$ cat config.mk
export PLATFORM = sky130hd
export DESIGN_NAME = modbus_rtu_master_register_access_flat
export DESIGN_NICKNAME = d
export VERILOG_FILES = /design/src/rtl/mra_pkg.sv /design/src/rtl/mra_in_if.sv /design/src/rtl/mra_out_if.sv /design/src/rtl/mra_front.sv /design/src/rtl/mra_fifo.sv /design/src/rtl/mra_back.sv /design/src/rtl/modbus_rtu_master_register_access.sv /design/src/flat_wrapper.sv
export VERILOG_INCLUDE_DIRS = /design/src /design/src/rtl
export SDC_FILE = /design/constraint.sdc
export NUM_CORES = 1
export LEC_CHECK = 0
export ABC_CLOCK_PERIOD_IN_PS = 9400
export BUFFER_PORTS_ARGS = -buffer_cell sky130_fd_sc_hd__buf_2
export CORE_MARGIN = 1
export CORE_UTILIZATION = 55
export CTS_CLUSTER_SIZE = 8
export DETAILED_ROUTE_END_ITERATION = 8
export MAX_ROUTING_LAYER = met4
export PLACE_DENSITY = 0.73
export SYNTH_ARGS = -nofsm -noshare
export SYNTH_HDL_FRONTEND = slang
export SYNTH_HIERARCHICAL = 1
export SYNTH_SLANG_ARGS = --single-unit
export TNS_END_PERCENT = 20
$ cat constraint.sdc
create_clock -name clk -period 9.4 [get_ports clk]
set_input_delay 1.88 -clock clk [delete_from_list [all_inputs] [get_ports clk]]
set_output_delay 1.88 -clock clk [all_outputs]
set_load 0.02 [all_outputs]
$ cat src/rtl/modbus_rtu_master_register_access_assert.svh
// assertion macros shared by the modbus master rtl
`ifndef MODBUS_RTU_MASTER_REGISTER_ACCESS_ASSERT_SVH
`define MODBUS_RTU_MASTER_REGISTER_ACCESS_ASSERT_SVH

// same-cycle implication, sampled on clk, off while rst_n is low
`define MRA_ASSERT_NOW(label, ante, cons, msg) \
  label: assert property (@(posedge clk) disable iff (!rst_n) (ante) |-> (cons)) \
    else $error(msg);

// next-cycle implication, sampled on clk, off while rst_n is low
`define MRA_ASSERT_NEXT(label, ante, cons, msg) \
  label: assert property (@(posedge clk) disable iff (!rst_n) (ante) |=> (cons)) \
    else $error(msg);

`endif

$ cat src/rtl/mra_pkg.sv
// shared types, constants and crc function of the modbus master
package mra_pkg;

  localparam int CHANNEL_COUNT_DEF = 4;
  localparam int QUEUE_DEPTH_DEF   = 4;

  // configuration register indexes
  localparam logic CFG_SLAVE_ADDRESS = 1'b0;
  localparam logic CFG_TIMEOUT_TICKS = 1'b1;

  localparam logic [7:0]  SLAVE_ADDRESS_RST = 8'd3;
  localparam logic [15:0] TIMEOUT_TICKS_RST = 16'd500;

  // input opcodes
  localparam logic [2:0] OP_READ_ONE    = 3'd0;
  localparam logic [2:0] OP_WRITE       = 3'd1;
  localparam logic [2:0] OP_READ_WEIGHT = 3'd2;
  localparam logic [2:0] OP_RX_BYTE     = 3'd3;
  localparam logic [2:0] OP_TICK        = 3'd4;

  // completion status codes
  localparam logic [2:0] ST_OK          = 3'd0;
  localparam logic [2:0] ST_TIMEOUT     = 3'd1;
  localparam logic [2:0] ST_MISMATCH    = 3'd2;
  localparam logic [2:0] ST_CRC_ERROR   = 3'd3;
  localparam logic [2:0] ST_COUNT_ERROR = 3'd4;
  localparam logic [2:0] ST_BAD_CHANNEL = 3'd5;

  localparam logic [7:0]  FN_READ          = 8'h03;
  localparam logic [7:0]  FN_WRITE         = 8'h06;
  localparam logic [7:0]  WEIGHT_BYTE_CNT  = 8'h04;
  localparam logic [15:0] READ_ONE_COUNT   = 16'h0001;
  localparam logic [15:0] READ_WEIGHT_CNT  = 16'h0002;
  localparam logic [15:0] CRC_INIT         = 16'hFFFF;
  localparam logic [15:0] CRC_POLY         = 16'hA001;
  localparam logic [15:0] TICKS_MAX        = 16'hFFFF;

  // work handed from front to back: a request frame or a completion word
  typedef struct packed {
    logic        is_req;
    logic [7:0]  slave;
    logic [7:0]  func;
    logic [15:0] addr;
    logic [15:0] word;
    logic [2:0]  status;
    logic [31:0] data;
  } job_t;

  // one byte of crc-16, reflected polynomial, lsb first
  function automatic logic [15:0] crc_byte(input logic [15:0] crc, input logic [7:0] b);
    logic [15:0] c;
    c = crc ^ {8'h00, b};
    for (int k = 0; k < 8; k++) begin
      c = c[0] ? ((c >> 1) ^ CRC_POLY) : (c >> 1);
    end
    return c;
  endfunction

endpackage

$ cat src/rtl/mra_in_if.sv
// input word channel of the modbus master
interface mra_in_if;
  logic        valid;
  logic        ready;
  logic [2:0]  opcode;
  logic [15:0] register_address;
  logic [15:0] write_value;
  logic [7:0]  channel_number;
  logic [7:0]  received_byte;

  modport source (output valid, output opcode, output register_address,
                  output write_value, output channel_number, output received_byte,
                  input ready);
  modport sink (input valid, input opcode, input register_address,
                input write_value, input channel_number, input received_byte,
                output ready);
endinterface

$ cat src/rtl/mra_out_if.sv
// result word channel of the modbus master
interface mra_out_if;
  logic               valid;
  logic               ready;
  logic               result_kind;
  logic [7:0]         transmit_byte;
  logic               last_of_frame;
  logic [2:0]         status;
  logic signed [31:0] read_data;

  modport source (output valid, output result_kind, output transmit_byte,
                  output last_of_frame, output status, output read_data,
                  input ready);
  modport sink (input valid, input result_kind, input transmit_byte,
                input last_of_frame, input status, input read_data,
                output ready);
endinterface

$ cat src/rtl/mra_front.sv
// front part: takes input words, tracks the transaction, queues jobs
module mra_front #(
  parameter int CHANNEL_COUNT = mra_pkg::CHANNEL_COUNT_DEF
) (
  input  logic            clk,
  input  logic            rst_n,
  mra_in_if.sink          in_ch,
  input  logic [7:0]      slave_address,
  input  logic [15:0]     timeout_ticks,
  input  logic            q_full,
  output logic            q_push,
  output mra_pkg::job_t   q_job
);

  typedef enum logic [1:0] {
    KIND_READ_ONE = 2'd0,
    KIND_WRITE    = 2'd1,
    KIND_WEIGHT   = 2'd2
  } kind_t;

  logic        busy_r, busy_nxt;
  kind_t       kind_r, kind_nxt;
  logic [3:0]  byte_idx_r, byte_idx_nxt;
  logic [15:0] crc_r, crc_nxt;
  logic [15:0] ticks_r, ticks_nxt;
  logic [7:0]  reply_r [9];
  logic        rb_we;

  logic        in_fire;
  logic [3:0]  reply_len;
  logic [15:0] ticks_inc;
  logic        chan_ok;
  logic [7:0]  chan_m1;
  logic [7:0]  crc_lo_rx;
  logic [2:0]  done_status;
  logic [31:0] done_data;

  assign in_ch.ready = !q_full;
  assign in_fire     = in_ch.valid && in_ch.ready;

  assign reply_len = (kind_r == KIND_WEIGHT) ? 4'd9 :
                     (kind_r == KIND_WRITE)  ? 4'd8 : 4'd7;
  assign ticks_inc = (ticks_r == mra_pkg::TICKS_MAX) ? ticks_r : ticks_r + 16'd1;
  assign chan_ok   = (in_ch.channel_number != 8'd0) &&
                     (in_ch.channel_number <= 8'(CHANNEL_COUNT));
  assign chan_m1   = in_ch.channel_number - 8'd1;
  assign crc_lo_rx = (kind_r == KIND_WEIGHT) ? reply_r[7] : reply_r[5];

  // reply check on the last byte, which is still on the input
  always_comb begin
    done_status = mra_pkg::ST_OK;
    done_data   = 32'd0;
    if (kind_r != KIND_WRITE) begin
      if (reply_r[0] != slave_address || reply_r[1] != mra_pkg::FN_READ) begin
        done_status = mra_pkg::ST_MISMATCH;
      end else if (crc_lo_rx != crc_r[7:0] || in_ch.received_byte != crc_r[15:8]) begin
        done_status = mra_pkg::ST_CRC_ERROR;
      end else if (kind_r == KIND_WEIGHT) begin
        if (reply_r[2] != mra_pkg::WEIGHT_BYTE_CNT) begin
          done_status = mra_pkg::ST_COUNT_ERROR;
        end else begin
          done_data = {reply_r[3], reply_r[4], reply_r[5], reply_r[6]};
        end
      end else begin
        done_data = {16'd0, reply_r[3], reply_r[4]};
      end
    end
  end

  always_comb begin
    busy_nxt     = busy_r;
    kind_nxt     = kind_r;
    byte_idx_nxt = byte_idx_r;
    crc_nxt      = crc_r;
    ticks_nxt    = ticks_r;
    rb_we        = 1'b0;
    q_push       = 1'b0;
    q_job        = '0;
    q_job.slave  = slave_address;
    if (in_fire) begin
      case (in_ch.opcode)
        mra_pkg::OP_READ_ONE, mra_pkg::OP_WRITE, mra_pkg::OP_READ_WEIGHT: begin
          if (!busy_r) begin
            q_push = 1'b1;
            if (in_ch.opcode == mra_pkg::OP_READ_WEIGHT && !chan_ok) begin
              q_job.status = mra_pkg::ST_BAD_CHANNEL;
            end else begin
              q_job.is_req = 1'b1;
              busy_nxt     = 1'b1;
              byte_idx_nxt = 4'd0;
              crc_nxt      = mra_pkg::CRC_INIT;
              ticks_nxt    = 16'd0;
              if (in_ch.opcode == mra_pkg::OP_READ_ONE) begin
                kind_nxt   = KIND_READ_ONE;
                q_job.func = mra_pkg::FN_READ;
                q_job.addr = in_ch.register_address;
                q_job.word = mra_pkg::READ_ONE_COUNT;
              end else if (in_ch.opcode == mra_pkg::OP_WRITE) begin
                kind_nxt   = KIND_WRITE;
                q_job.func = mra_pkg::FN_WRITE;
                q_job.addr = in_ch.register_address;
                q_job.word = in_ch.write_value;
              end else begin
                kind_nxt   = KIND_WEIGHT;
                q_job.func = mra_pkg::FN_READ;
                q_job.addr = {7'd0, chan_m1, 1'b0};
                q_job.word = mra_pkg::READ_WEIGHT_CNT;
              end
            end
          end
        end
        mra_pkg::OP_RX_BYTE: begin
          if (busy_r) begin
            rb_we = 1'b1;
            if (byte_idx_r < reply_len - 4'd2) begin
              crc_nxt = mra_pkg::crc_byte(crc_r, in_ch.received_byte);
            end
            if (byte_idx_r == reply_len - 4'd1) begin
              q_push       = 1'b1;
              q_job.status = done_status;
              q_job.data   = done_data;
              busy_nxt     = 1'b0;
              byte_idx_nxt = 4'd0;
            end else begin
              byte_idx_nxt = byte_idx_r + 4'd1;
            end
          end
        end
        mra_pkg::OP_TICK: begin
          if (busy_r) begin
            ticks_nxt = ticks_inc;
            if (ticks_inc >= timeout_ticks) begin
              q_push       = 1'b1;
              q_job.status = mra_pkg::ST_TIMEOUT;
              busy_nxt     = 1'b0;
              byte_idx_nxt = 4'd0;
            end
          end
        end
        default: begin
        end
      endcase
    end
  end

  always_ff @(posedge clk) begin
    if (!rst_n) begin
      busy_r     <= 1'b0;
      kind_r     <= KIND_READ_ONE;
      byte_idx_r <= 4'd0;
      crc_r      <= mra_pkg::CRC_INIT;
      ticks_r    <= 16'd0;
    end else begin
      busy_r     <= busy_nxt;
      kind_r     <= kind_nxt;
      byte_idx_r <= byte_idx_nxt;
      crc_r      <= crc_nxt;
      ticks_r    <= ticks_nxt;
    end
  end

  // reply bytes, no reset
  always_ff @(posedge clk) begin
    if (rb_we) begin
      reply_r[byte_idx_r] <= in_ch.received_byte;
    end
  end

  `include "modbus_rtu_master_register_access_assert.svh"

  `MRA_ASSERT_NOW(a_idx_range, busy_r, byte_idx_r <= 4'd8, "reply index past frame")
  `MRA_ASSERT_NEXT(a_req_busy, q_push && q_job.is_req, busy_r, "request without busy")

endmodule

$ cat src/rtl/mra_fifo.sv
// short job queue between front and back
module mra_fifo #(
  parameter int DEPTH = mra_pkg::QUEUE_DEPTH_DEF
) (
  input  logic          clk,
  input  logic          rst_n,
  input  logic          push,
  input  mra_pkg::job_t push_job,
  input  logic          pop,
  output mra_pkg::job_t head_job,
  output logic          full,
  output logic          empty
);

  localparam int PTR_W = $clog2(DEPTH);
  localparam int CNT_W = $clog2(DEPTH + 1);

  mra_pkg::job_t     mem_r [DEPTH];
  logic [PTR_W-1:0]  wr_ptr_r, wr_ptr_nxt;
  logic [PTR_W-1:0]  rd_ptr_r, rd_ptr_nxt;
  logic [CNT_W-1:0]  count_r, count_nxt;

  assign full     = (count_r == CNT_W'(DEPTH));
  assign empty    = (count_r == '0);
  assign head_job = mem_r[rd_ptr_r];

  always_comb begin
    wr_ptr_nxt = wr_ptr_r;
    rd_ptr_nxt = rd_ptr_r;
    count_nxt  = count_r;
    if (push) begin
      wr_ptr_nxt = (wr_ptr_r == PTR_W'(DEPTH - 1)) ? '0 : wr_ptr_r + PTR_W'(1);
    end
    if (pop) begin
      rd_ptr_nxt = (rd_ptr_r == PTR_W'(DEPTH - 1)) ? '0 : rd_ptr_r + PTR_W'(1);
    end
    if (push && !pop) begin
      count_nxt = count_r + CNT_W'(1);
    end else if (pop && !push) begin
      count_nxt = count_r - CNT_W'(1);
    end
  end

  always_ff @(posedge clk) begin
    if (!rst_n) begin
      wr_ptr_r <= '0;
      rd_ptr_r <= '0;
      count_r  <= '0;
    end else begin
      wr_ptr_r <= wr_ptr_nxt;
      rd_ptr_r <= rd_ptr_nxt;
      count_r  <= count_nxt;
    end
  end

  always_ff @(posedge clk) begin
    if (push) begin
      mem_r[wr_ptr_r] <= push_job;
    end
  end

  `include "modbus_rtu_master_register_access_assert.svh"

  `MRA_ASSERT_NOW(a_no_overflow, push, !full || pop, "push into full queue")
  `MRA_ASSERT_NOW(a_no_underflow, pop, !empty, "pop from empty queue")

endmodule

$ cat src/rtl/mra_back.sv
// back part: serializes request frames with crc, emits completion words
module mra_back (
  input  logic          clk,
  input  logic          rst_n,
  input  mra_pkg::job_t head_job,
  input  logic          q_empty,
  output logic          q_pop,
  mra_out_if.source     out_ch
);

  localparam logic [2:0] STEP_FIRST  = 3'd1;
  localparam logic [2:0] STEP_CRC_LO = 3'd6;
  localparam logic [2:0] STEP_CRC_HI = 3'd7;

  logic          active_r, active_nxt;
  logic [2:0]    step_r, step_nxt;
  logic [15:0]   crc_r, crc_nxt;
  mra_pkg::job_t job_r, job_nxt;

  logic          out_valid_r, out_valid_nxt;
  logic          kind_r, kind_nxt;
  logic [7:0]    tx_r, tx_nxt;
  logic          last_r, last_nxt;
  logic [2:0]    status_r, status_nxt;
  logic [31:0]   data_r, data_nxt;

  logic          adv;
  logic [7:0]    frame_byte;

  assign adv = !out_valid_r || out_ch.ready;

  always_comb begin
    case (step_r)
      3'd1:        frame_byte = job_r.func;
      3'd2:        frame_byte = job_r.addr[15:8];
      3'd3:        frame_byte = job_r.addr[7:0];
      3'd4:        frame_byte = job_r.word[15:8];
      3'd5:        frame_byte = job_r.word[7:0];
      STEP_CRC_LO: frame_byte = crc_r[7:0];
      STEP_CRC_HI: frame_byte = crc_r[15:8];
      default:     frame_byte = job_r.slave;
    endcase
  end

  always_comb begin
    active_nxt    = active_r;
    step_nxt      = step_r;
    crc_nxt       = crc_r;
    job_nxt       = job_r;
    out_valid_nxt = out_valid_r;
    kind_nxt      = kind_r;
    tx_nxt        = tx_r;
    last_nxt      = last_r;
    status_nxt    = status_r;
    data_nxt      = data_r;
    q_pop         = 1'b0;
    if (adv) begin
      if (active_r) begin
        out_valid_nxt = 1'b1;
        kind_nxt      = 1'b0;
        tx_nxt        = frame_byte;
        last_nxt      = (step_r == STEP_CRC_HI);
        status_nxt    = mra_pkg::ST_OK;
        data_nxt      = 32'd0;
        if (step_r < STEP_CRC_LO) begin
          crc_nxt = mra_pkg::crc_byte(crc_r, frame_byte);
        end
        if (step_r == STEP_CRC_HI) begin
          active_nxt = 1'b0;
        end else begin
          step_nxt = step_r + 3'd1;
        end
      end else if (!q_empty) begin
        q_pop         = 1'b1;
        out_valid_nxt = 1'b1;
        if (head_job.is_req) begin
          kind_nxt   = 1'b0;
          tx_nxt     = head_job.slave;
          last_nxt   = 1'b0;
          status_nxt = mra_pkg::ST_OK;
          data_nxt   = 32'd0;
          job_nxt    = head_job;
          crc_nxt    = mra_pkg::crc_byte(mra_pkg::CRC_INIT, head_job.slave);
          step_nxt   = STEP_FIRST;
          active_nxt = 1'b1;
        end else begin
          kind_nxt   = 1'b1;
          tx_nxt     = 8'd0;
          last_nxt   = 1'b1;
          status_nxt = head_job.status;
          data_nxt   = head_job.data;
        end
      end else begin
        out_valid_nxt = 1'b0;
      end
    end
  end

  always_ff @(posedge clk) begin
    if (!rst_n) begin
      active_r    <= 1'b0;
      step_r      <= 3'd0;
      out_valid_r <= 1'b0;
    end else begin
      active_r    <= active_nxt;
      step_r      <= step_nxt;
      out_valid_r <= out_valid_nxt;
    end
  end

  always_ff @(posedge clk) begin
    crc_r    <= crc_nxt;
    job_r    <= job_nxt;
    kind_r   <= kind_nxt;
    tx_r     <= tx_nxt;
    last_r   <= last_nxt;
    status_r <= status_nxt;
    data_r   <= data_nxt;
  end

  assign out_ch.valid         = out_valid_r;
  assign out_ch.result_kind   = kind_r;
  assign out_ch.transmit_byte = tx_r;
  assign out_ch.last_of_frame = last_r;
  assign out_ch.status        = status_r;
  assign out_ch.read_data     = $signed(data_r);

  `include "modbus_rtu_master_register_access_assert.svh"

  `MRA_ASSERT_NOW(a_active_valid, active_r, out_valid_r, "frame in progress without word")

endmodule

$ cat src/rtl/modbus_rtu_master_register_access.sv
// top level of the modbus rtu master: config registers, front, queue, back
//
// usage
// - in_ch carries one word per command, reply byte or timer tick; opcode selects
//   read one register, write register, read weight, received byte or tick
// - out_ch carries the request frame bytes (result_kind 0, last_of_frame on the
//   eighth byte, crc low byte first) and one completion word per transaction
//   (result_kind 1) with status and read_data
// - cfg_we / cfg_index / cfg_wdata write slave_address (index 0) and
//   timeout_ticks (index 1); write them only while no transaction is pending
// - a taken input word goes into the job queue, then the back end loads its
//   first result word into the output register; a request frame streams at
//   one byte per cycle while out_ch.ready is high
// - throughput: one input word per cycle while the job queue has room; the
//   back end (8 bytes per frame, 1 word per completion) sets the sustained rate
// - a stalled receiver holds the output register; the queue keeps taking
//   jobs until it is full, then in_ch.ready drops
// - reset (rst_n low, synchronous) idles the block, empties the queue and
//   loads slave_address 3 and timeout_ticks 500
module modbus_rtu_master_register_access #(
  parameter int CHANNEL_COUNT = mra_pkg::CHANNEL_COUNT_DEF,
  parameter int QUEUE_DEPTH   = mra_pkg::QUEUE_DEPTH_DEF
) (
  input  logic        clk,
  input  logic        rst_n,
  input  logic        cfg_we,
  input  logic        cfg_index,
  input  logic [15:0] cfg_wdata,
  mra_in_if.sink      in_ch,
  mra_out_if.source   out_ch
);

  // configuration registers
  logic [7:0]  slave_addr_r;
  logic [15:0] timeout_r;

  // front to queue to back
  logic          q_push;
  logic          q_pop;
  logic          q_full;
  logic          q_empty;
  mra_pkg::job_t q_in_job;
  mra_pkg::job_t q_head_job;

  always_ff @(posedge clk) begin
    if (!rst_n) begin
      slave_addr_r <= mra_pkg::SLAVE_ADDRESS_RST;
      timeout_r    <= mra_pkg::TIMEOUT_TICKS_RST;
    end else if (cfg_we) begin
      case (cfg_index)
        mra_pkg::CFG_SLAVE_ADDRESS: slave_addr_r <= cfg_wdata[7:0];
        mra_pkg::CFG_TIMEOUT_TICKS: timeout_r    <= cfg_wdata;
        default: begin
        end
      endcase
    end
  end

  // front: command decode, reply collection with running crc, timeout count
  mra_front #(
    .CHANNEL_COUNT (CHANNEL_COUNT)
  ) u_front (
    .clk           (clk),
    .rst_n         (rst_n),
    .in_ch         (in_ch),
    .slave_address (slave_addr_r),
    .timeout_ticks (timeout_r),
    .q_full        (q_full),
    .q_push        (q_push),
    .q_job         (q_in_job)
  );

  // decoupling queue so the front keeps taking words while frames stream out
  mra_fifo #(
    .DEPTH (QUEUE_DEPTH)
  ) u_fifo (
    .clk      (clk),
    .rst_n    (rst_n),
    .push     (q_push),
    .push_job (q_in_job),
    .pop      (q_pop),
    .head_job (q_head_job),
    .full     (q_full),
    .empty    (q_empty)
  );

  // back: frame serializer with request crc, output register
  mra_back u_back (
    .clk      (clk),
    .rst_n    (rst_n),
    .head_job (q_head_job),
    .q_empty  (q_empty),
    .q_pop    (q_pop),
    .out_ch   (out_ch)
  );

endmodule

$ cat src/flat_wrapper.sv
// flat-port wrapper written by rule: the top's interface ports become plain ports
module modbus_rtu_master_register_access_flat 
#(
  parameter int CHANNEL_COUNT = mra_pkg::CHANNEL_COUNT_DEF,
  parameter int QUEUE_DEPTH   = mra_pkg::QUEUE_DEPTH_DEF
)
  (clk, rst_n, cfg_we, cfg_index, cfg_wdata, in_ch_valid, in_ch_opcode, in_ch_register_address, in_ch_write_value, in_ch_channel_number, in_ch_received_byte, in_ch_ready, out_ch_valid, out_ch_result_kind, out_ch_transmit_byte, out_ch_last_of_frame, out_ch_status, out_ch_read_data, out_ch_ready);
  mra_in_if in_ch_i ();
  mra_out_if out_ch_i ();
  input  logic clk;
  input  logic rst_n;
  input  logic cfg_we;
  input  logic cfg_index;
  input  logic [15:0] cfg_wdata;
  input wire logic [$bits(in_ch_i.valid)-1:0] in_ch_valid;
  input wire logic [$bits(in_ch_i.opcode)-1:0] in_ch_opcode;
  input wire logic [$bits(in_ch_i.register_address)-1:0] in_ch_register_address;
  input wire logic [$bits(in_ch_i.write_value)-1:0] in_ch_write_value;
  input wire logic [$bits(in_ch_i.channel_number)-1:0] in_ch_channel_number;
  input wire logic [$bits(in_ch_i.received_byte)-1:0] in_ch_received_byte;
  output wire logic [$bits(in_ch_i.ready)-1:0] in_ch_ready;
  output wire logic [$bits(out_ch_i.valid)-1:0] out_ch_valid;
  output wire logic [$bits(out_ch_i.result_kind)-1:0] out_ch_result_kind;
  output wire logic [$bits(out_ch_i.transmit_byte)-1:0] out_ch_transmit_byte;
  output wire logic [$bits(out_ch_i.last_of_frame)-1:0] out_ch_last_of_frame;
  output wire logic [$bits(out_ch_i.status)-1:0] out_ch_status;
  output wire logic [$bits(out_ch_i.read_data)-1:0] out_ch_read_data;
  input wire logic [$bits(out_ch_i.ready)-1:0] out_ch_ready;
  assign in_ch_i.valid = in_ch_valid;
  assign in_ch_i.opcode = in_ch_opcode;
  assign in_ch_i.register_address = in_ch_register_address;
  assign in_ch_i.write_value = in_ch_write_value;
  assign in_ch_i.channel_number = in_ch_channel_number;
  assign in_ch_i.received_byte = in_ch_received_byte;
  assign in_ch_ready = in_ch_i.ready;
  assign out_ch_valid = out_ch_i.valid;
  assign out_ch_result_kind = out_ch_i.result_kind;
  assign out_ch_transmit_byte = out_ch_i.transmit_byte;
  assign out_ch_last_of_frame = out_ch_i.last_of_frame;
  assign out_ch_status = out_ch_i.status;
  assign out_ch_read_data = out_ch_i.read_data;
  assign out_ch_i.ready = out_ch_ready;
  modbus_rtu_master_register_access #(.CHANNEL_COUNT(CHANNEL_COUNT), .QUEUE_DEPTH(QUEUE_DEPTH)) u_core (.clk(clk), .rst_n(rst_n), .cfg_we(cfg_we), .cfg_index(cfg_index), .cfg_wdata(cfg_wdata), .in_ch(in_ch_i), .out_ch(out_ch_i));
endmodule
Word-level counts from Yosys, hierarchy flattened

Memory sizes are Yosys's and may differ from the RTL's. A register that Yosys moved wholly into a read port is not among the register bits.
Cells that the tools add are included.

Register bits after elaboration: 184
Bits in writable memories: 408
Bits of input ports: 73
Output and inout port bits: 47
Memories: 2

Add/sub/neg operators: 10
Magnitude comparators: 4
Eq/ne operators: 33
Multiplexer cells: 126
Bitwise operators: 32
Reduce and logical (&&, ||, !) cells: 33

Memories:

| name                   | depth | width | rd ports | clocked after memory_dff | write ports | RTL line        | RTL |
|---|---|---|---|---|---|---|---|
| u_core.u_fifo.mem_r    | 4     | 84    | 1        | 1                        | 1           | mra_fifo.sv:18  | `mra_pkg::job_t mem_r [DEPTH];` |
| u_core.u_front.reply_r | 9     | 8     | 8        | 0                        | 1           | mra_front.sv:26 | `logic [7:0] reply_r [9];` |

Operator list:

| kind                    | count |
|---|---|
| $mux W16                | 36 |
| $mux W32                | 8 |
| $mux W35                | 5 |
| $mux W75                | 1 |
| $not A2 Y3              | 24 |
| $pmux W16 S2            | 2 |
| $pmux W8 S7             | 1 |
| $mux W3                 | 14 |
| $mux W40                | 1 |
| $mux W38                | 1 |
| $mux W1                 | 35 |
| $mux W4                 | 8 |
| $mux W8                 | 4 |
| $xor A16 B8 Y16         | 2 |
| $ne A8 B8 Y1            | 3 |
| $eq A3 B3 Y1 const B    | 6 |
| $add A16 B1 Y16 const B | 1 |
| $eq A16 B16 Y1 const B  | 1 |
| $ge A16 B16 Y1          | 1 |
| $not A8 Y16             | 1 |
| $reduce_and A4 Y1       | 4 |
| $ne A2 B2 Y1 const B    | 7 |
| $eq A3 B2 Y1 const B    | 4 |
| $mux W2                 | 6 |
| other kinds (33)        | 62 |

Depth between registers and ports, before layout

Gate-level depths: netlist (run 1).

Depth after elaboration: 21
Gate-level depth with buffers: 20
Gate-level depth less buffers: 20

Hierarchy

Netlist (run 1), hierarchy kept.

By module, submodules not included:

| module                            | instances | cells an instance | area an instance (um^2) | seq. area each (um^2) |
|---|---|---|---|---|
| mra_fifo                          | 1         | 482               | 12575.8                 | 10269.8 |
| mra_front                         | 1         | 651               | 6241.0                  | 2702.6 |
| mra_back                          | 1         | 338               | 4964.8                  | 3373.2 |
| modbus_rtu_master_register_access | 1         | 108               | 1008.5                  | 480.5 |

Worst setup path before layout (run 1)

No wires, ideal clock.

Path type: register -> register
Start: register u_core.u_front.ticks_r[0]
End: memory u_core/u_fifo/mem_r[0][0] (netlist name) (enable)
Data arrival time: 5.181 ns
Data required time: 8.949 ns
Path slack: 3.767 ns
Cell stages (with the launch flop): 14
Period minus slack after synthesis: 5.633 ns
Path through: dfxtp_1 ha_1 nand2_1 nor4_1 nand2_1 mux2_2 ha_1 a21o_1 a31oi_1 o21ai_0 a21o_1 a22oi_1 a21oi_1 and2_1

Longest elaborated chain between the ends: 9
Elaborated cells between the ends (all ways): 10
Those cells by class: add/sub (1); order compare (1); eq/ne (1); mux (7)

Ends and longest elaborated chain:

| what                                                     | RTL line                                | RTL |
|---|---|---|
| start, declared                                          | mra_front.sv:25                         | `logic [15:0] ticks_r, ticks_nxt;` |
| start signal, assigned                                   | mra_front.sv:158                        | `ticks_r <= ticks_nxt;` |
| $add A16 B1 Y16 / $eq A16 B16 Y1 (equally long branches) | mra_front.sv:43                         | `assign ticks_inc = (ticks_r == mra_pkg::TICKS_MAX) ? ticks_r : ticks_r + 16'd1;` |
| $mux W16 *                                               | mra_front.sv:43                         |  |
| $ge A16 B16 Y1 *                                         | mra_front.sv:132                        | `if (ticks_inc >= timeout_ticks) begin` |
| $mux W1 *                                                | mra_front.sv:132                        |  |
| $mux W1 *                                                | mra_front.sv:130                        | `if (busy_r) begin` |
| $pmux W1 S3 *                                            | mra_front.sv:81                         | `case (in_ch.opcode)` |
| $mux W1 *                                                | mra_front.sv:80                         | `if (in_fire) begin` |
| via u_core.q_push                                        | modbus_rtu_master_register_access.sv:38 | `logic q_push;` |
| $mux W1 *                                                | mra_fifo.sv:57                          | `if (push) begin` |
| $mux W1 (not written as such) *                          | mra_fifo.sv:58                          | `mem_r[wr_ptr_r] <= push_job;` |
| end, declared                                            | mra_fifo.sv:18                          |  |

Mark *: on every way through the listed nets, which the timed path passes. The rest lies on a longest branch.

Worst setup path after layout (run 1)

Start: register u_core.u_front.ticks_r[3]
End: memory u_core/u_fifo/mem_r[1][73] (netlist name) (enable)

The elaborated chain is that of the path after synthesis.

==> metrics.csv, run 1 <==
stage;metric;value;unit
clock_tree;cts_buffers;83;
logic_synthesis;synth_edf_count;509;
worst_setup_path;crit_family;simple AND/OR/NAND/NOR gates;
grt;antenna_found_initial;1;
sta;slew_headroom;19.0;%
power;powerDensity;278;nW/um^2
finish;nNetsFinal;1821;
logic_synthesis;synth_top_family_by_area;simple AND/OR/NAND/NOR gates;
run_status;status;finished, final reports clean;
worst_setup_path;slowest_delay;1.01;ns
clock_tree;clk_latency;0.59;ns
logic_synthesis;synth_top_cell_area_share;61.7;%
sta;final_max_slew_viol_count;0;
worst_setup_path;cp.required;9.61;ns
grt;track_usage;23.1;%
sta;finalCriticalPeriod;5.72;ns
sta;fin_crit_sh;60.9;%
grt;grt_use_met1;31.6;%
grt;busiest_layer;met2;
route;drtIter0Drc;1236;
sta;timing.hold.ws;0.458;ns
worst_setup_path;crit_buf_inv;1;
logic_synthesis;ys_seq_elements;586;
sta;rsz0062_at_grt;false;
logic_synthesis;synth_ff_type;edfxtp_1;
clock_tree;clk_pin_slew;0.05;ns
power;leakagePower;9.46;nW
worst_setup_path;cpMostUsedCell;a21o_1;
sta;fmaxAchievable;175;MHz
logic_synthesis;yosys_warnings;6;
route;totalWireLength;50700;um
worst_hold_path;hold_path.class;reg -> reg;
clock_tree;cts_sinks;586;
grt;met2_usage;35.0;%
clock_tree;cts_resized;0;
sta;setup_viol;0;
logic_synthesis;synth-async-reset-ratio;0;%
grt;grt_max_degree;93;
die;die_w;214;um
finish;diodes;0;
grt;grt_pass1_wl;78800;um
route;via_per_inst;5.84;
route;post-route-drc-count;0;
die;die_h;214;um
grt;use_met3;4.27;%
worst_setup_path;worstSetupPathType;reg -> reg;
worst_setup_path;cp_slowest_cell;nor4_1;
clock_tree;clk_path_buf_depth;3;
logic_synthesis;syn_area_per_cell;15.7;um^2
route;vias;13700;
logic_synthesis;ys_seq_area_share;67.9;%
sta;fin_worst_skew;0.0237;ns
worst_setup_path;arrival;5.93;ns
sta;tightest_slew;1.21;ns
logic_synthesis;synth-compound-area-share;5.31;%
logic_synthesis;synth_common_cells;edfxtp_1, and2_1, mux4_2, dfxtp_1, nand2_1;
logic_synthesis;synth.most_common_cell;edfxtp_1;
logic_synthesis;yosys.area.top_type;edfxtp_1;
clock_tree;cts_tree;built;
route;antenna_left;0;
die;ios;120;
logic_synthesis;yosys.area_share.simple;9.15;%
sta;hold_viol;0;
worst_setup_path;start_kind;register;
clock_tree;cts_setup_buffers;0;
die;initial_core_util;55.9;%
placement;port_buffers;119;
power;vdd_drop_max;0.235;mV
logic_synthesis;synth_xor_area_share;3.67;%
logic_synthesis;yosys-mux-area-fraction;9.06;%
logic_synthesis;syn_area;24800;um^2
die;die_area;45900;um^2
finish;syn2layout_area_growth;13.3;%
logic_synthesis;yosys-top-cells-area;edfxtp_1, mux4_2, dfxtp_1;
clock_tree;h-tree-depth;3;
logic_synthesis;yosys.cell_types.count;78;
power;power;7.82;mW
clock_tree;cts_hold_buf;0;
die;core;44300;um^2
logic_synthesis;netlist_instances;1579;
logic_synthesis;synthAdderAreaFrac;2.05;%
grt;grt_pass1_vias;13900;
worst_setup_path;crit_chain;nand4_1, nor4_1, nand2_1, mux2_2, ha_1, a21o_1, a31oi_1, o21ai_0, a21o_1, a22oi_1, a21oi_1, and2_4, buf_4;
worst_setup_path;cp_max_fo;50;
route;firstDrtPassIters;7;
route;routedWlPerCell;21.7;um
placement;detailed_place_hpwl;31500;um
flow_run;drv_cap;0;
clock_tree;root_buffer;clkbuf_16;
die;rows;77;
finish;drive_above_1_share;20.8;%
placement;dp_cells;2215;
placement;gp_congestion;0.877;
worst_setup_path;worst_setup_path_end_kind;register;
sta;setup_tns;0;ns
grt;gr-total-overflow;0;
finish;fin_cells;2343;
where the power goes:
part	switching, mW	leakage (nW)	internal, mW	total [mW]
combinational	0.958	3.15	0.766	1.72
clock	1.00	1.13	1.67	2.67
sequential	0.173	5.18	3.25	3.43
total	2.13	9.46	5.69	7.82
per-layer routing:
metal,wire length (um),vias up
met1,21900,6862
met5,0,-
met3,3570,95
met2,23900,482
li1,-,6246
met4,1380,0
area by class of cell:
type                            instances  area (um^2)
Clock buffer                          126         2320
Clock inverter                          2         17.5
Fill cell                            3175        16200
Inverter                               43          161
Multi-Input combinational cell        860         7300
Sequential cell                       586        16800
Tap cell                              592          741
Timing Repair Buffer                  134          708
placed cells by master (no fill, tap or decap), types with 9 or more instances in the layout:
| cell | n |
|---|---|
| inv_1 | 43 |
| and2_1 | 82 |
| nand2_1 | 72 |
| nand4_1 | 18 |
| buf_2 | 119 |
| a22o_1 | 9 |
| nor3_2 | 11 |
| ha_1 | 39 |
| clkbuf_16 | 87 |
| mux4_2 | 84 |
| nand3_1 | 39 |
| clkbuf_1 | 39 |
| xnor2_1 | 66 |
| dfxtp_1 | 75 |
| xor2_1 | 23 |
| buf_4 | 15 |
| edfxtp_1 | 509 |
| nor2b_1 | 27 |
| o21ai_0 | 41 |
| a21oi_1 | 47 |
| o21ai_1 | 12 |
| nand2b_1 | 27 |
| nor3_1 | 22 |
| and3_1 | 16 |
| mux2i_1 | 25 |
| nor2_1 | 55 |
state kept, by name (all words and copies together) (netlist names), 2 cells and up, named ones only:
name and count:
u_core/slave_addr_r 8, u_core/timeout_r 16, u_core/u_back/crc_r 16, u_core/u_back/job_r 48
u_core/u_back/out_ch.read_data 32, u_core/u_back/out_ch.status 3, u_core/u_back/out_ch.transmit_byte 8, u_core/u_back/step_r 3
u_core/u_fifo/count_r 3, u_core/u_fifo/mem_r 336, u_core/u_fifo/rd_ptr_r 2, u_core/u_fifo/wr_ptr_r 2
u_core/u_front/byte_idx_r 4, u_core/u_front/crc_r 16, u_core/u_front/kind_r 2, u_core/u_front/reply_r 64
u_core/u_front/ticks_r 16
worst paths after layout:
kind | from | to | slack, ns | depth (start not counted)
worst max-delay path | u_core/u_front/ticks_r[3] | u_core/u_fifo/mem_r[1][73] | 3.68 | 13
worst max register to register | u_core/u_front/ticks_r[3] | u_core/u_fifo/mem_r[1][73] | 3.68 | 13
worst min-delay path | u_core/timeout_r[3] | u_core/timeout_r[3] | 0.46 | 2
worst min register to register | u_core/timeout_r[3] | u_core/timeout_r[3] | 0.46 | 2
cells by family (layout without fill, tap and decap cells):
group	Yosys count	after routing
multiplexers	118	118
flip-flops	586	586
XOR/XNOR	95	95
adder cells (fa/ha/maj)	40	40
other	1	5
AND/OR/NAND/NOR	410	410
buffers and inverters	137	305
AO/OA/AOI/OAI	192	192
stage by stage:
step | instance area, um^2 | util, % | worst slack, ns
5_1_grt | 28100 | 63.4 | 3.27
2_1_floorplan | 24800 | - | 3.77
3_5_place_dp | 25700 | 58.1 | 3.73
6_report | 28100 | 63.4 | 3.68
4_1_cts | 28100 | 63.4 | 3.68
3_3_place_gp | 25700 | 58.1 | 3.93
worst register-to-register path: cells and delay by family (launching register included):
family,cells,cell delay [ns]
buffers and inverters,1,0.72
multiplexers,1,0.37
AO/OA/AOI/OAI,6,1.25
flip-flops,1,0.43
AND/OR/NAND/NOR,4,2.24
adder cells (fa/ha/maj),1,0.28
No activity file was read; power rests on OpenSTA's default activity.
==> run 2, diff against run 1 <==
Settings changed: ABC_CLOCK_PERIOD_IN_PS 9400 to 5400.
Clock period 9.4 ns to 5.4 ns, I/O delays scaled along.
==> run 2 against run 1 <==
Die area unchanged. First-iteration DRC count down 2.6%. Clock power up 78%. Via count up 0.36%. Critical path depth down 3. Final cell count up 1.1%. Setup slack worse by 2.9 ns. Flip-flop and latch count unchanged. Global-route usage up 0.74 points. Critical endpoint is now u_core/u_back/crc_r[0]. Highest routed layer unchanged.
==> metrics.csv, run 2 (same netlist as run 1, synthesis figures left out) <==
stage;metric;value;unit
run_status;status;finished, final reports clean;
finish;syn2layout_area_growth;14.0;%
grt;grt_max_degree;48;
placement;dp_cells;2222;
sta;fmaxAchievable;215;MHz
finish;fin_area;28300;um^2
sta;finalCriticalPeriod;4.65;ns
sta;setup_viol;0;
worst_setup_path;cp_max_fo;22;
clock_tree;root_buffer;clkbuf_16;
route;totalWireLength;52200;um
route;routedWlPerCell;22.0;um
sta;setup_tns;0;ns
finish;fin_cells;2368;
placement;placed_cell_area;25800;um^2
power;powerDensity;487;nW/um^2
clock_tree;cts_hold_buf;0;
grt;grt_pass1_wl;80800;um
clock_tree;cts_setup_buffers;0;
finish;drive_above_1_share;21.0;%
die;die_h;214;um
sta;hold_viol;0;
die;die_area;45900;um^2
grt;antenna_found_initial;2;
placement;port_buffers;119;
die;core;44300;um^2
worst_setup_path;worst_setup_path_end_kind;register;
finish;final_common_cell;edfxtp_1;
clock_tree;cts_buffers;83;
sta;tightest_slew;0.971;ns
sta;timing.hold.ws;0.455;ns
worst_setup_path;worstSetupPathType;reg -> reg;
finish;utilization;63.8;%
route;vias;13700;
placement;gp_congestion;0.907;
finish;largest_reg_flops;336;
power;vdd_drop_max;0.459;mV
sta;slew_headroom;35.1;%
route;post-route-drc-count;0;
route;antenna_left;0;
sta;setup_ws;0.747;ns
grt;track_usage;23.9;%
die;rows;77;
worst_setup_path;cp.required;5.75;ns
worst_setup_path;start_kind;register;
worst_hold_path;hold_path.class;reg -> reg;
clock_tree;clk_latency;0.60;ns
clock_tree;h-tree-depth;3;
clock_tree;clk_pin_slew;0.05;ns
clock_tree;cts_sinks;586;
route;firstDrtPassIters;6;
worst_setup_path;arrival;5.00;ns
clock_tree;cts_resized;0;
clock_tree;clk_path_buf_depth;3;
sta;rsz0062_at_grt;false;
die;initial_core_util;55.9;%
finish;top_regs;u_core/u_fifo/mem_r: 336 flops, u_core/u_front/reply_r: 64 flops, u_core/u_back/job_r: 48 flops;
power;power;13.8;mW
finish;nNetsFinal;1828;
die;ios;120;
route;via_per_inst;5.80;
die;die_w;214;um
finish;top_register;u_core/u_fifo/mem_r;
sta;fin_worst_skew;0.0265;ns
power;leakagePower;9.52;nW
grt;grt_pass1_vias;13900;
route;drtIter0Drc;1204;
sta;fin_crit_sh;86.2;%
flow_run;drv_cap;0;
finish;layout_common_cells;edfxtp_1, buf_2, clkbuf_16, mux4_2, and2_1;
grt;gr-total-overflow;0;
sta;final_max_slew_viol_count;0;
placement;dpl_worst_slack;0.816;ns
placement;detailed_place_hpwl;32900;um
clock_tree;cts_tree;built;
==> run 2: cell count changes in the layout (fill, tap and decap cells not counted), sizes merged <==
cell / before / now
diode: 0 / 2
clkbuf: 126 / 142
buf: 134 / 141
==> run 2: per-layer routing <==
| metal | share of wire, % | vias to the layer above | GRT usage, % |
|---|---|---|---|
| li1 | - | 6268 | - |
| met1 | 44 | 6859 | 32.9 |
| met2 | 47 | 522 | 35.9 |
| met3 | 6.5 | 85 | 4.16 |
| met4 | 2.5 | 0 | 8.71 |
| met5 | 0 | - | - |
==> run 2: power breakdown <==
group,switching [mW],leakage [nW],internal (mW)
logic,1.68,3.19,1.35
registers,0.337,5.18,5.66
clock network,1.79,1.15,2.96
==> run 2: cell type report <==
class,count,area (um^2)
sequential,586,16800
timing repair buffer,141,811
clock buffer,142,2380
clock inverter,2,17.5
multi-input combinational,860,7300
inverter,43,161
tap,592,741
fill,3158,16100
antenna,2,5.00
==> run 2: final timing paths <==
check                           from                     end  slack [ns]  cells after the start
min reg2reg     u_core/timeout_r[13]    u_core/timeout_r[13]        0.46                      2
min             u_core/timeout_r[13]    u_core/timeout_r[13]        0.46                      2
max          u_core/u_back/step_r[2]  u_core/u_back/crc_r[0]        0.75                     10
max reg2reg  u_core/u_back/step_r[2]  u_core/u_back/crc_r[0]        0.75                     10
==> run 2: worst max-delay path, cell delays in order (launching register included) <==
cell     delay (ns)
dfxtp_1        0.84
inv_1          0.19
ha_1           0.38
or4_4          0.64
or2_1          0.40
a41oi_1        0.32
xnor2_1        0.30
xnor3_1        0.41
xor3_2         0.28
xnor3_1        0.37
mux2_4         0.26
==> run 3, diff against run 2 <==
Settings changed: BUFFER_PORTS_ARGS -buffer_cell sky130_fd_sc_hd__buf_2 to -buffer_cell sky130_fd_sc_hd__buf_4, SYNTH_HIERARCHICAL 1 to default.
==> run 3 against run 2 <==
Final cell count fell by 4.7%. Sequential power is 3.7% lower. Critical path type unchanged. Fmax down 4.3%. Area after synthesis is 6.1% lower. Clock skew fell by 0.0065 ns. Critical endpoint is now u_core.u_fifo.count_r[2].
==> metrics.csv, run 3 <==
stage;metric;value;unit
grt;grt_max_degree;82;
route;post-route-drc-count;0;
sta;setup_ws;0.539;ns
finish;fillCellCount;2929;
power;vdd_drop_max;0.369;mV
route;drtIter0Drc;1030;
placement;port_buffers;119;
logic_synthesis;ys_seq_area_share;68.5;%
worst_setup_path;worstSetupPathType;reg -> reg;
logic_synthesis;yosys.cell_types.count;74;
finish;diodes;0;
logic_synthesis;syn_area;23300;um^2
worst_setup_path;worst_setup_path_end_kind;register;
clock_tree;cts_setup_buffers;0;
flow_run;drv_cap;0;
clock_tree;cts_resized;0;
power;powerDensity;501;nW/um^2
logic_synthesis;netlist_instances;1531;
finish;layout_common_cells;edfxtp_1, buf_4, nand2_1, and2_1, clkbuf_16;
grt;grt_pass1_vias;13400;
route;antenna_left;0;
finish;final_common_cell;edfxtp_1;
grt;antenna_found_initial;1;
clock_tree;root_buffer;clkbuf_16;
route;totalWireLength;48400;um
placement;detailed_place_hpwl;30100;um
logic_synthesis;yosys-top-cells-area;edfxtp_1, mux4_2, dfxtp_1;
finish;syn2layout_area_growth;16.0;%
worst_setup_path;cp.required;5.89;ns
clock_tree;cts_buffers;79;
clock_tree;clk_latency;0.59;ns
logic_synthesis;synth.most_common_cell;edfxtp_1;
sta;tightest_slew;1.04;ns
sta;fmaxAchievable;206;MHz
placement;dpl_worst_slack;0.411;ns
clock_tree;cts_hold_buf;0;
logic_synthesis;syn_nets;1644;
power;leakagePower;9.32;nW
finish;largest_reg_flops;312;
sta;rsz0062_at_grt;false;
finish;top_register;u_core.u_fifo.mem_r;
sta;setup_tns;0;ns
clock_tree;cts_sinks;557;
sta;setup_viol;0;
logic_synthesis;synth_edf_count;480;
worst_setup_path;start_kind;register;
route;via_per_inst;5.86;
logic_synthesis;synth_common_cells;edfxtp_1, nand2_1, and2_1, mux4_2, dfxtp_1;
sta;fin_worst_skew;0.0200;ns
placement;gp_congestion;0.827;
clock_tree;clk_pin_slew;0.05;ns
finish;drive_above_1_share;19.6;%
die;die_h;208;um
grt;track_usage;23.5;%
grt;gr-total-overflow;0;
logic_synthesis;syn_area_per_cell;15.2;um^2
sta;fin_crit_sh;90.0;%
logic_synthesis;synth-async-reset-ratio;0;%
die;die_w;208;um
sta;finalCriticalPeriod;4.86;ns
finish;fin_cells;2257;
clock_tree;cts_tree;built;
sta;final_max_slew_viol_count;0;
grt;grt_pass1_wl;75300;um
clock_tree;h-tree-depth;3;
worst_setup_path;cp_max_fo;8;
worst_setup_path;arrival;5.36;ns
route;firstDrtPassIters;5;
die;rows;75;
route;routedWlPerCell;21.5;um
die;initial_core_util;55.6;%
sta;hold_viol;0;
logic_synthesis;synth_ff_type;edfxtp_1;
route;vias;13200;
clock_tree;clk_path_buf_depth;3;
logic_synthesis;yosys_warnings;0;
die;ios;120;
placement;dp_cells;2135;
worst_hold_path;hold_path.class;reg -> reg;
logic_synthesis;ys_seq_elements;557;
logic_synthesis;yosys.area.top_type;edfxtp_1;
finish;top_regs;u_core.u_fifo.mem_r: 312 flops, u_core.u_front.reply_r: 64 flops, u_core.u_back.job_r: 43 flops;
logic_synthesis;synth_top_cell_area_share;61.9;%
die;core;41900;um^2
finish;nNetsFinal;1790;
die;die_area;43200;um^2
run_status;status;finished, final reports clean;
sta;slew_headroom;30.8;%
run 3: changes by cell type in the layout (fill, tap and decap cells not counted), moves of 10 or more:
cell      before  now
nand2_1       72  121
edfxtp_1     509  480
a21boi_0       3   20
buf_4         18  134
nor3_2        11    1
o21ai_0       41   13
buf_2        119    0
clkbuf_1      55   35
o21ai_1       12   27
run 3: cells by family after synthesis:
kind of cell,synth area share [%]
DFF,68.5
buffers and inverters,1.97
AOI/OAI and AO/OA,5.60
xor gates and xnor gates,3.95
adders and majority gates,2.18
muxes,8.44
and+or+nand+nor,9.35
run 3: through the flow:
stage / area [um^2] / utilization (%) / hold slack (ns) / power [mW]
floorplan: 23300 / - / 0.443 / 8.19
global placement: 24800 / 59.2 / 0.454 / 9.12
detailed placement: 24800 / 59.2 / 0.460 / 9.18
CTS: 27000 / 64.6 / 0.467 / 13.7
global route: 27000 / 64.6 / 0.497 / 14.1
finish: 27000 / 64.6 / 0.464 / 13.5
run 3: area by class of cell:
class	count	area, um^2	share of cell area (%)
Sequential cell	557	16000	59.1
Multi-Input combinational cell	862	6920	25.6
Clock buffer	118	2210	8.17
Timing Repair Buffer	138	1090	4.02
Tap cell	539	674	2.50
Inverter	39	146	0.542
Clock inverter	4	30.0	0.111
run 3: path summary, 6_finish.rpt:
kind | cells after the start | end | from | slack, ns
worst min register to register | 2 | u_core.timeout_r[10] | u_core.timeout_r[10] | 0.46
worst max register to register | 20 | u_core.u_fifo.count_r[2] | u_core.u_front.ticks_r[2] | 0.54
worst min-delay path | 2 | u_core.timeout_r[10] | u_core.timeout_r[10] | 0.46
worst max-delay path | 20 | u_core.u_fifo.count_r[2] | u_core.u_front.ticks_r[2] | 0.54
run 3: worst max-delay path, stage by stage (launching register included):
cell and delay, ns:
dfxtp_1 0.48, and4_1 0.25, and2_1 0.19, nand3_1 0.15
nor4_2 0.39, a31oi_1 0.30, nor2b_1 0.25, xnor2_1 0.14
ha_1 0.31, a21o_1 0.11, a21o_1 0.11, a21oi_1 0.06
o21ai_0 0.15, a21oi_1 0.12, o21ai_2 0.36, ha_1 0.26
inv_1 0.07, fa_1 0.43, xor2_1 0.18, or3_1 0.30
a21boi_0 0.16
run 3: where the power goes:
part / internal (mW) / leakage (nW) / switching, mW
logic: 1.52 / 3.15 / 1.78
registers: 5.43 / 5.09 / 0.352
clock network: 2.78 / 1.08 / 1.68
total: 9.73 / 9.32 / 3.81
run 3: per-layer routing:
layer  wire (um)  track usage, %  vias up  part of all wire [%]
li1            -               -     6055                     -
met1       21000            32.2     6633                    43
met2       23400            36.7      482                    48
met3        3380            4.10       57                   7.0
met4         712            6.69        0                   1.5
met5           0               -        -                     0
